## src/msr_pkg.sv

```systemverilog
`timescale 1ns / 1ps

package msr_pkg;

  // upper bound of the non-residue search and the width of its counter
  localparam int unsigned NR_LIMIT = 4096;
  localparam int unsigned NW       = 13;

  typedef enum logic [4:0] {
    S_IDLE,
    S_RED,
    S_MWAIT,
    S_FIX,
    S_EUL,
    S_SHORT,
    S_SPLIT,
    S_NR,
    S_NRCHK,
    S_XS,
    S_BS,
    S_GST,
    S_LOOP,
    S_ORD,
    S_ORDSQ,
    S_GS,
    S_GX,
    S_GB,
    S_GE,
    S_P_TEST,
    S_P_ACC,
    S_P_SQ
  } msr_state_e;

endpackage

```

## src/msr_mulmod.sv

```systemverilog
`timescale 1ns / 1ps

// (x * y) mod p, one bit of x per cycle, msb first; y must be below p
module msr_mulmod #(
  parameter int unsigned WIDTH = 32
) (
  input  logic             clk_i,
  input  logic             rst_ni,
  input  logic             start_i,
  input  logic [WIDTH-1:0] x_i,
  input  logic [WIDTH-1:0] y_i,
  input  logic [WIDTH-1:0] p_i,
  output logic             done_o,
  output logic [WIDTH-1:0] res_o
);
  localparam int unsigned CW = $clog2(WIDTH + 1);

  logic [WIDTH-1:0] x_q, y_q, acc_q, acc_d;
  logic [CW-1:0]    cnt_q;
  logic             run_q, done_q;
  logic [WIDTH:0]   dbl, dbl_r, sum, sum_r;

  always_comb begin
    dbl   = {acc_q, 1'b0};
    dbl_r = (dbl >= {1'b0, p_i}) ? dbl - {1'b0, p_i} : dbl;
    sum   = {1'b0, dbl_r[WIDTH-1:0]} + (x_q[WIDTH-1] ? {1'b0, y_q} : '0);
    sum_r = (sum >= {1'b0, p_i}) ? sum - {1'b0, p_i} : sum;
    acc_d = sum_r[WIDTH-1:0];
  end

  always_ff @(posedge clk_i or negedge rst_ni) begin
    if (!rst_ni) begin
      run_q  <= 1'b0;
      done_q <= 1'b0;
      cnt_q  <= '0;
    end else begin
      done_q <= 1'b0;
      if (start_i) begin
        run_q <= 1'b1;
        cnt_q <= CW'(WIDTH);
      end else if (run_q) begin
        cnt_q <= cnt_q - 1'b1;
        if (cnt_q == CW'(1)) begin
          run_q  <= 1'b0;
          done_q <= 1'b1;
        end
      end
    end
  end

  always_ff @(posedge clk_i) begin
    if (start_i) begin
      x_q   <= x_i;
      y_q   <= y_i;
      acc_q <= '0;
    end else if (run_q) begin
      x_q   <= {x_q[WIDTH-2:0], 1'b0};
      acc_q <= acc_d;
    end
  end

  assign done_o = done_q;
  assign res_o  = acc_q;

endmodule

```

## src/modular_square_root.sv

```systemverilog
`timescale 1ns / 1ps

// channel   | direction | handshake             | payload
// ----------+-----------+-----------------------+--------------------------
// command   | in        | start, busy           | value_i, modulus_i
// result    | out       | done_o (one cycle)    | root_o, has_root_o
//
// one item at a time; busy is high from the cycle after the accepting edge
// and is already low in the cycle that shows the result strobe. every modular
// product goes through one shift-add mulmod unit (launch, WIDTH bit steps,
// done), plus a square update per exponent bit. an exponentiation takes up
// to 2*WIDTH products. the p = 3 mod 4 path runs two of them (euler check
// and shortcut power); tonelli-shanks adds the non-residue search, three
// setup powers and up to r*r squarings.
// reset clears the sequencer; no memories, so no clearing pass.
// the receiver cannot stall: the result is shown for exactly one cycle.
module modular_square_root #(
  parameter int unsigned WIDTH = 32
) (
  input  logic                    clk_i,
  input  logic                    rst_ni,
  input  logic                    start,
  output logic                    busy,
  input  logic signed [WIDTH-1:0] value_i,
  input  logic        [WIDTH-1:0] modulus_i,
  output logic                    done_o,
  output logic        [WIDTH-1:0] root_o,
  output logic                    has_root_o
);
  import msr_pkg::*;

  localparam int unsigned RW = $clog2(WIDTH);
  localparam int unsigned LW = (WIDTH > NW) ? WIDTH : NW;

  msr_state_e state_q, state_d, mret_q, pret_q;

  // operand and working registers
  logic [WIDTH-1:0] p_q, a_q, s_q, x_q, b_q, g_q, t_q;
  logic [WIDTH-1:0] base_q, exp_q, acc_q;
  logic [RW-1:0]    r_q, m_q;
  logic [NW-1:0]    n_q, lim_q;
  logic             neg_q;

  // result registers
  logic [WIDTH-1:0] root_q;
  logic             has_q, done_q;

  // shared multiplier
  logic             mul_start, mul_done;
  logic [WIDTH-1:0] mul_x, mul_y, mul_res;

  // finish request from the sequencer
  logic             fin, fin_ok;
  logic [WIDTH-1:0] fin_root;

  // helpers
  logic [WIDTH-1:0] pm1, half_pm1, mag, red_a, ord_exp;
  logic [NW-1:0]    lim_d;
  logic             ord_more;

  assign pm1      = p_q - 1'b1;
  assign half_pm1 = pm1 >> 1;
  assign mag      = value_i[WIDTH-1] ? WIDTH'(-value_i) : WIDTH'(value_i);
  // fold the magnitude remainder back for negative inputs
  assign red_a    = (neg_q && mul_res != '0) ? p_q - mul_res : mul_res;
  assign ord_more = (m_q < r_q) && (t_q != WIDTH'(1));
  assign ord_exp  = WIDTH'(1) << (r_q - m_q - 1'b1);
  assign lim_d    = (LW'(pm1) < LW'(NR_LIMIT)) ? NW'(pm1) : NW'(NR_LIMIT);

  msr_mulmod #(.WIDTH(WIDTH)) u_mul (
    .clk_i   (clk_i),
    .rst_ni  (rst_ni),
    .start_i (mul_start),
    .x_i     (mul_x),
    .y_i     (mul_y),
    .p_i     (p_q),
    .done_o  (mul_done),
    .res_o   (mul_res)
  );

  // next state
  always_comb begin
    state_d = state_q;
    case (state_q)
      S_IDLE:   if (start) state_d = S_RED;
      S_RED:    state_d = S_MWAIT;
      S_MWAIT:  if (mul_done) state_d = mret_q;
      S_FIX: begin
        if (p_q < WIDTH'(3) || red_a == '0) state_d = S_IDLE;
        else state_d = S_P_TEST;
      end
      S_EUL: begin
        if (acc_q != WIDTH'(1)) state_d = S_IDLE;
        else if (p_q[1:0] == 2'b11) state_d = S_P_TEST;
        else state_d = S_SPLIT;
      end
      S_SHORT:  state_d = S_IDLE;
      S_SPLIT:  if (s_q[0]) state_d = S_NR;
      S_NR:     state_d = S_P_TEST;
      S_NRCHK: begin
        if (acc_q == pm1) state_d = S_P_TEST;
        else if (n_q + 1'b1 > lim_q) state_d = S_IDLE;
        else state_d = S_NR;
      end
      S_XS:     state_d = S_P_TEST;
      S_BS:     state_d = S_P_TEST;
      S_GST:    state_d = S_LOOP;
      S_LOOP:   state_d = S_ORD;
      S_ORD: begin
        if (ord_more) state_d = S_MWAIT;
        else if (m_q == '0 || m_q >= r_q) state_d = S_IDLE;
        else state_d = S_P_TEST;
      end
      S_ORDSQ:  state_d = S_ORD;
      S_GS:     state_d = S_MWAIT;
      S_GX:     state_d = S_MWAIT;
      S_GB:     state_d = S_MWAIT;
      S_GE:     state_d = S_LOOP;
      S_P_TEST: state_d = (exp_q == '0) ? pret_q : S_MWAIT;
      S_P_ACC:  state_d = S_MWAIT;
      S_P_SQ:   state_d = S_P_TEST;
      default:  state_d = S_IDLE;
    endcase
  end

  // multiplier launches and finish requests
  always_comb begin
    mul_start = 1'b0;
    mul_x     = '0;
    mul_y     = '0;
    fin       = 1'b0;
    fin_ok    = 1'b0;
    fin_root  = '0;
    case (state_q)
      S_RED: begin
        mul_start = 1'b1;
        mul_x     = t_q;
        mul_y     = WIDTH'(1);
      end
      S_FIX: begin
        if (p_q < WIDTH'(3)) begin
          fin = 1'b1;
        end else if (red_a == '0) begin
          fin    = 1'b1;
          fin_ok = 1'b1;
        end
      end
      S_EUL:   fin = (acc_q != WIDTH'(1));
      S_SHORT: begin
        fin      = 1'b1;
        fin_ok   = 1'b1;
        fin_root = acc_q;
      end
      S_NRCHK: fin = (acc_q != pm1) && (n_q + 1'b1 > lim_q);
      S_ORD: begin
        if (ord_more) begin
          mul_start = 1'b1;
          mul_x     = t_q;
          mul_y     = t_q;
        end else if (m_q == '0) begin
          fin      = 1'b1;
          fin_ok   = 1'b1;
          fin_root = x_q;
        end else if (m_q >= r_q) begin
          fin = 1'b1;
        end
      end
      S_GS: begin
        mul_start = 1'b1;
        mul_x     = acc_q;
        mul_y     = acc_q;
      end
      S_GX: begin
        mul_start = 1'b1;
        mul_x     = x_q;
        mul_y     = acc_q;
      end
      S_GB: begin
        mul_start = 1'b1;
        mul_x     = b_q;
        mul_y     = g_q;
      end
      S_P_TEST: begin
        if (exp_q != '0) begin
          mul_start = 1'b1;
          mul_x     = exp_q[0] ? acc_q : base_q;
          mul_y     = base_q;
        end
      end
      S_P_ACC: begin
        mul_start = 1'b1;
        mul_x     = base_q;
        mul_y     = base_q;
      end
      default: begin
      end
    endcase
  end

  always_ff @(posedge clk_i or negedge rst_ni) begin
    if (!rst_ni) begin
      state_q <= S_IDLE;
      done_q  <= 1'b0;
    end else begin
      state_q <= state_d;
      done_q  <= fin;
    end
  end

  // datapath registers, written per sequencer step
  always_ff @(posedge clk_i) begin
    if (fin) begin
      root_q <= fin_root;
      has_q  <= fin_ok;
    end
    case (state_q)
      S_IDLE: begin
        if (start) begin
          p_q   <= modulus_i;
          neg_q <= value_i[WIDTH-1];
          t_q   <= mag;
        end
      end
      S_RED:   mret_q <= S_FIX;
      S_FIX: begin
        a_q    <= red_a;
        base_q <= red_a;
        exp_q  <= half_pm1;
        acc_q  <= WIDTH'(1);
        pret_q <= S_EUL;
      end
      S_EUL: begin
        // (p+1)/4 written without the overflowing add
        base_q <= a_q;
        exp_q  <= (p_q >> 2) + 1'b1;
        acc_q  <= WIDTH'(1);
        pret_q <= S_SHORT;
        s_q    <= pm1;
        r_q    <= '0;
      end
      S_SPLIT: begin
        if (!s_q[0]) begin
          s_q <= s_q >> 1;
          r_q <= r_q + 1'b1;
        end else begin
          n_q   <= NW'(2);
          lim_q <= lim_d;
        end
      end
      S_NR: begin
        base_q <= WIDTH'(n_q);
        exp_q  <= half_pm1;
        acc_q  <= WIDTH'(1);
        pret_q <= S_NRCHK;
      end
      S_NRCHK: begin
        if (acc_q == pm1) begin
          base_q <= a_q;
          exp_q  <= (s_q >> 1) + 1'b1;
          acc_q  <= WIDTH'(1);
          pret_q <= S_XS;
        end else begin
          n_q <= n_q + 1'b1;
        end
      end
      S_XS: begin
        x_q    <= acc_q;
        base_q <= a_q;
        exp_q  <= s_q;
        acc_q  <= WIDTH'(1);
        pret_q <= S_BS;
      end
      S_BS: begin
        b_q    <= acc_q;
        base_q <= WIDTH'(n_q);
        exp_q  <= s_q;
        acc_q  <= WIDTH'(1);
        pret_q <= S_GST;
      end
      S_GST:   g_q <= acc_q;
      S_LOOP: begin
        t_q <= b_q;
        m_q <= '0;
      end
      S_ORD: begin
        if (ord_more) begin
          mret_q <= S_ORDSQ;
        end else begin
          base_q <= g_q;
          exp_q  <= ord_exp;
          acc_q  <= WIDTH'(1);
          pret_q <= S_GS;
        end
      end
      S_ORDSQ: begin
        t_q <= mul_res;
        m_q <= m_q + 1'b1;
      end
      S_GS:    mret_q <= S_GX;
      S_GX: begin
        g_q    <= mul_res;
        mret_q <= S_GB;
      end
      S_GB: begin
        x_q    <= mul_res;
        mret_q <= S_GE;
      end
      S_GE: begin
        b_q <= mul_res;
        r_q <= m_q;
      end
      S_P_TEST: begin
        if (exp_q != '0) mret_q <= exp_q[0] ? S_P_ACC : S_P_SQ;
      end
      S_P_ACC: begin
        acc_q  <= mul_res;
        mret_q <= S_P_SQ;
      end
      S_P_SQ: begin
        base_q <= mul_res;
        exp_q  <= exp_q >> 1;
      end
      default: begin
      end
    endcase
  end

  assign busy       = (state_q != S_IDLE);
  assign done_o     = done_q;
  assign root_o     = root_q;
  assign has_root_o = has_q;

endmodule

```

## config.mk

```make
export PLATFORM = sky130hd
export DESIGN_NAME = modular_square_root
export DESIGN_NICKNAME = d
export VERILOG_FILES = /design/src/msr_pkg.sv /design/src/msr_mulmod.sv /design/src/modular_square_root.sv
export SDC_FILE = /design/constraint.sdc
export NUM_CORES = 2
export LEC_CHECK = 0
export BUFFER_PORTS_ARGS = -buffer_cell sky130_fd_sc_hd__buf_4
export CORE_MARGIN = 2
export CORE_UTILIZATION = 40
export CTS_CLUSTER_SIZE = 12
export DETAILED_ROUTE_END_ITERATION = 10
export PLACE_DENSITY_LB_ADDON = 0.1
export SLEW_MARGIN = 10
export SYNTH_ARGS = -nofsm -noshare
export SYNTH_HDL_FRONTEND = slang
export SYNTH_SLANG_ARGS = --single-unit
```

## constraint.sdc

```tcl
create_clock -name clk_i -period 9.6 [get_ports clk_i]
set_input_delay 0 -clock clk_i [delete_from_list [all_inputs] [get_ports clk_i]]
set_output_delay 0 -clock clk_i [all_outputs]
set_load 0.02 [all_outputs]
```

# Word-level counts from Yosys, hierarchy flattened
# Index checks and enable logic that the tools add are counted.
# word_totals
mem_bits_ro	0
mem_bits_rw	0
output_inout_bits	35
inputBits	67
register_bits	510
latch_bits	0
n_memories	0
wordCells	212
# op_classes
n_lt_le_gt_ge	7
bitwise_logic	0
mul	0
eq_ne	36
div_mod_pow	0
reduce_logical	48
n_addsub	14
muxes	78
n_shift	1
# op_table
op	n
32-bit 2-to-1 mux	21
32-bit one-hot mux with 6 select lines	3
32-bit one-hot mux with 2 select lines	5
32-bit one-hot mux with 7 select lines	1
32-bit one-hot mux with 4 select lines	1
32-bit one-hot mux with 3 select lines	1
32-bit subtractor	3
5-bit 2-to-1 mux	15
5-bit one-hot mux with 7 select lines	2
33-bit by 32-bit >= comparator with 1-bit output	2
32-bit zero test	2
32-bit by 1-bit != test with 1-bit output (second input constant)	2
32-bit nonzero test	2
5-bit one-hot mux with 12 select lines	1
5-bit by 4-bit == test with 1-bit output (second input constant)	8
32-bit by 32-bit adder with 33-bit output	1
31-bit by 1-bit adder with 32-bit output (second input constant)	1
32-bit == test	1
32-bit by 13-bit less-than comparator with 1-bit output (second input constant)	1
32-bit by 2-bit less-than comparator with 1-bit output (second input constant)	1
32-bit != test	1
32-bit negation	1
1-bit by 5-bit left shift with 32-bit output (first input constant)	1
32-bit by 1-bit subtractor with 32-bit output (second input constant)	1
40 further kinds	106

# Longest topological paths before layout
# depth
depth_word	7
mapped_depth	39
ltp_nobuf	35

# Cells and area by module
# From an unflattened synthesis, not the netlist that was laid out.
# unflattened
hier_cells	3867
hier_area_um2	36025.8
# modules_own_cells
module	cells_per_inst	area_per_inst_um2	seq_area_each_um2	instances
modular_square_root	2731	26336.5	12131.6	1
msr_mulmod	1136	9689.3	2762.6	1

# Worst setup path before layout
# OpenSTA, ideal clock, no wires.
# synth_path
path_type	flip-flop to flip-flop
startpoint	register p_q[9]
endpoint	register u_mul.acc_q[18] (netlist: u_mul.res_o[18])
setup_ps	132
arrival_ps	7502
t_required_ps	9468
path_stages_with_launch	35
path_slack_ps	1965
n_path_buf	4
period_less_slack_ps	7635
cell_sequence	edfxtp_1 -> clkbuf_1 -> inv_1 -> ha_1 -> and4_1 -> and3_1 -> nand3_1 -> o211ai_1 -> a31oi_1 -> o31ai_1 -> o21a_1 -> o21ai_1 -> nand2_1 -> buf_1 -> mux2i_1 -> ha_1 -> nor2b_1 -> o31a_1 -> o41ai_1 -> nand3_1 -> a31oi_1 -> a21oi_1 -> xor2_1 -> ha_1 -> a21o_1 -> a21o_1 -> a21oi_1 -> nand2_1 -> o21ai_0 -> a221oi_1 -> a311oi_1 -> buf_2 -> buf_2 -> mux2i_1 -> a21oi_1
# synth_via
elab_chain_cells	5
elab_cells_between_ends	7
classes_between	3 x add/sub; 2 x order compare; 2 x mux
# synth_rtl
item	line	rtl
start, declared	modular_square_root.sv:38	logic [WIDTH-1:0] p_q, a_q, s_q, x_q, b_q, g_q, t_q;
start signal, assigned	modular_square_root.sv:219	p_q <= modulus_i;
32-bit subtractor or 33-bit by 32-bit >= comparator with 1-bit output (tied branches)	msr_mulmod.sv:25	dbl_r = (dbl >= {1'b0, p_i}) ? dbl - {1'b0, p_i} : dbl;
32-bit 2-to-1 mux	msr_mulmod.sv:25	
32-bit by 32-bit adder with 33-bit output	msr_mulmod.sv:26	sum = {1'b0, dbl_r[WIDTH-1:0]} + (x_q[WIDTH-1] ? {1'b0, y_q} : '0);
32-bit subtractor or 33-bit by 32-bit >= comparator with 1-bit output (tied branches)	msr_mulmod.sv:27	sum_r = (sum >= {1'b0, p_i}) ? sum - {1'b0, p_i} : sum;
32-bit 2-to-1 mux (*)	msr_mulmod.sv:27	
end signal, assigned	msr_mulmod.sv:55	acc_q <= '0;
end signal, assigned	msr_mulmod.sv:58	acc_q <= acc_d;
end, declared	msr_mulmod.sv:18	logic [WIDTH-1:0] x_q, y_q, acc_q, acc_d;
# Every way passes the cells marked *; elsewhere a longest branch is shown, timed or not.
# A chain may end at the register's enable or synchronous reset.

# Final worst setup path
# layout_path
startpoint	register p_q[10]
endpoint	register u_mul.acc_q[22] (netlist: u_mul.res_o[22])
# The elaborated chain is that of the path after synthesis.

==> out/summary.txt <==
pin count of the biggest net entering global routing - 68
H-Tree Depth - 2
post-route clock period utilization - 0.952
TritonCTS clock tree - done
CP peak stage delay - 0.54 ns
Worst Max-Slew Pin Slew - 1.17 ns
area of the multi-input gates - 18700 um^2
Worst EP arrival - 9.71 ns
YS warnings - 0
FP Rows - 108
Clock Path Buffers - 3
Rel. slew slack - 0.211
Seq pwr share - 0.225
number of flops mapped to enable cells by yosys - 463
# fillers - 8364
total power - 0.0182 W
Cells after DPL - 4796
critical path capture point type - register
clock period minus worst slack - 9.14 ns
Critical Path RT - 10.18 ns
count of state elements after synthesis - 509
critical path fanouts, max - 40
Hold Violations, Final - 0
DR vias - 31300
NumNets Final - 4016
leakage power - 15.2 nW
Die ar. - 89500 um^2
Root Driver - clkbuf_16
first-pass GRT wire length - 211000 um
Fmax - 109 MHz
Layout Cells excl Fill - 4992
Post-route DRC - 0
hold endpoint - p_q[6]
Mapped Cells - 3665
first-pass iteration count of the detailed router - 7
GPL Wtd Cong - 0.977
Via density - 6.26
worst reg2reg setup slack - 0.46 ns
Sw Pwr - 0.00891 W
clock share of power - 0.139
Seq/Total Area, Yosys - 0.428
HP Class - input port to register
initial antenna violation count - 1
post-synth top area cell - edfxtp_1
HPWL after DPL - 109000 um
CP dominant cell by count - o21a_1
max cap viols - 0
I/O Buffers - 101
area of the mapped netlist - 34800 um^2
Hold Path Cell Cnt - 2
Synth async-reset ratio - 0.0275
Power Density - 453 nW/um^2
Synth cell types - 87
area grow syn2layout - 15.4%
status - finished clean
RSZ-0062 raised after global routing - no
initial core utilization - 0.403
vias in the first global route - 29700
clock latency on the worst-skew pair - 0.67 ns
setup TNS - 0 ns
DR WL/cell - 29.5 um
Die Span Y - 299 um
Final setup viols - 0
Crit Path Class - register to register
type of origin of the critical path - register
# IOs - 102
# Post-CTS Setup Buffers - 0
drt first-iter violations - 3766
worst clock skew - 0.0358 ns
total gr overflow - 0
crit path max-delay cell type - a221oi_1
Area contributors post-synth - edfxtp_1, ha_1, xnor2_1, nand2_1, a21oi_1
TritonCTS buffer count - 61
r2r endpoint - u_mul.res_o[22]
Slew Viols, Final - 0
Comb pwr share - 0.636
Hold Startpoint - modulus_i[6]
syn avg cell area - 9.50 um^2
cells on worst reg2reg path - 35
die width - 299 um
Internal - 0.00929 W
# clock sinks - 509
Register Area - 14900 um^2
top_reg_cell synth - edfxtp_1
core area - 86500 um^2
syn_nets - 3897
Max VDD drop - 0.381 mV
clk slew on worst S/H paths - 0.06 ns
Yosys top cell area share - 0.399
number of diodes - 0
Final ANT Viol Nets - 0
worst r2r src - p_q[10]
switching part of the total - 0.490
Tot GR Track Use - 0.321
share of layout cells above drive strength 1 - 0.107
final wirelength - 147000 um
[power groups by stage]
stage / logic [W] / clock network, W / registers, W
after floorplan: 0.00797 / 0 / 0.00384
after global placement: 0.0113 / 0 / 0.00410
after detailed placement: 0.0113 / 0 / 0.00411
after CTS: 0.0114 / 0.00256 / 0.00407
after global routing: 0.0126 / 0.00264 / 0.00413
final: 0.0116 / 0.00254 / 0.00409
[cells in the mapped netlist (12+ instances only)]
cell type / count
and2_1: 92
clkbuf_1: 193
xnor2_1: 194
edfxtp_1: 463
dfxtp_1: 32
ha_1: 160
a21o_1: 53
o21bai_1: 17
inv_1: 140
a211oi_1: 49
o21ai_0: 246
or3_1: 27
nand2_1: 374
a22oi_1: 40
a221oi_1: 22
dfrtp_1: 14
a31oi_1: 33
and3_1: 36
nand2b_1: 31
nor3_1: 61
a22o_1: 35
o211ai_1: 13
buf_1: 29
xor2_1: 76
a21oi_1: 257
nand3_1: 72
nor4_1: 57
o22ai_1: 17
nor2_1: 258
nor2b_1: 24
o31ai_1: 20
o21a_1: 25
nand4_1: 80
mux2i_1: 73
nand3b_1: 31
buf_2: 12
mux2_2: 33
a222oi_1: 101
[worst max path at each step]
stage,from,endpoint,slack (ns)
2_1_floorplan,p_q[9],u_mul.res_o[18],1.97
3_3_place_gp,p_q[1],u_mul.res_o[2],0.55
3_5_place_dp,p_q[1],u_mul.res_o[2],0.31
4_1_cts,p_q[1],u_mul.res_o[2],0.26
5_1_grt,p_q[1],u_mul.res_o[22],0.007
6_report,p_q[10],u_mul.res_o[22],0.46
[area by class of cell]
type	instances	area share
timing repair buffer	291	0.0596
sequential	509	0.371
clock inverter	49	0.0146
multi-input combinational	2772	0.466
clock buffer	67	0.0391
tap	1155	0.0360
inverter	149	0.0139
[cell families after synthesis]
logic type | share of synthesized area
compound gates | 0.198
xor+xnor | 0.0692
fa+ha+maj | 0.0603
mux | 0.0316
flops | 0.428
simple gates | 0.171
buf+inv | 0.0420
[worst max-delay path: cells and delay by family, from the launching register on]
| family | cells | cell delay [ns] |
|---|---|---|
| buffers and inverters | 3 | 0.86 |
| AOI/OAI and AO/OA | 18 | 4.26 |
| muxes | 1 | 0.41 |
| adders and majority gates | 3 | 1.08 |
| DFF | 1 | 0.47 |
| xor gates and xnor gates | 1 | 0.36 |
| and+or+nand+nor | 9 | 1.56 |
[cells in the final DEF, fill, tap and decap left out, types with 13 or more instances in the layout]
cell,n
nor4_1,52
a221oi_1,22
o21ai_0,246
a21o_1,53
and3_1,34
nand2b_1,30
clkinv_2,16
nor2_1,253
dfxtp_1,32
dlygate4sd3_1,80
buf_4,210
nor3_1,58
mux2_2,33
or3_1,26
o22ai_1,17
a21oi_1,253
o31ai_1,20
nor2b_1,24
a22o_1,35
a22oi_1,40
clkbuf_16,62
nand3b_1,31
inv_1,139
clkinv_1,23
ha_1,160
nand4_1,80
a222oi_1,101
and2_1,92
xnor2_1,194
xor2_1,76
o21a_1,25
mux2i_1,73
nand2_1,374
a211oi_1,45
o21bai_1,16
edfxtp_1,463
nand3_1,71
a31oi_1,31
o211ai_1,13
[stage by stage]
stage | instance area, um^2 | setup WS [ns] | hold slack (ns) | util
final | 40200 | 0.464 | 0.0716 | 0.465
after global routing | 40200 | 0.00696 | 0.0714 | 0.465
after CTS | 40200 | 0.264 | 0.0292 | 0.465
after detailed placement | 37200 | 0.309 | -0.0818 | 0.430
after global placement | 37200 | 0.549 | -0.0808 | 0.430
after floorplan | 34800 | 1.97 | -0.296 | -
[routing by layer]
metal | vias to the layer above | track usage | part of all wire
li1 | 14100 | - | -
met1 | 15400 | 0.432 | 0.42
met2 | 1490 | 0.516 | 0.46
met3 | 259 | 0.0493 | 0.078
met4 | 2 | 0.134 | 0.047
met5 | - | 0 | 0.000088
[timing repair]
item,in CTS,in global routing
setup endpoints to repair,0,31
gates resized for setup,0,3
hold buffers,80,0
hold endpoints to repair,79,0
No activity file was read; power rests on OpenSTA's default activity.
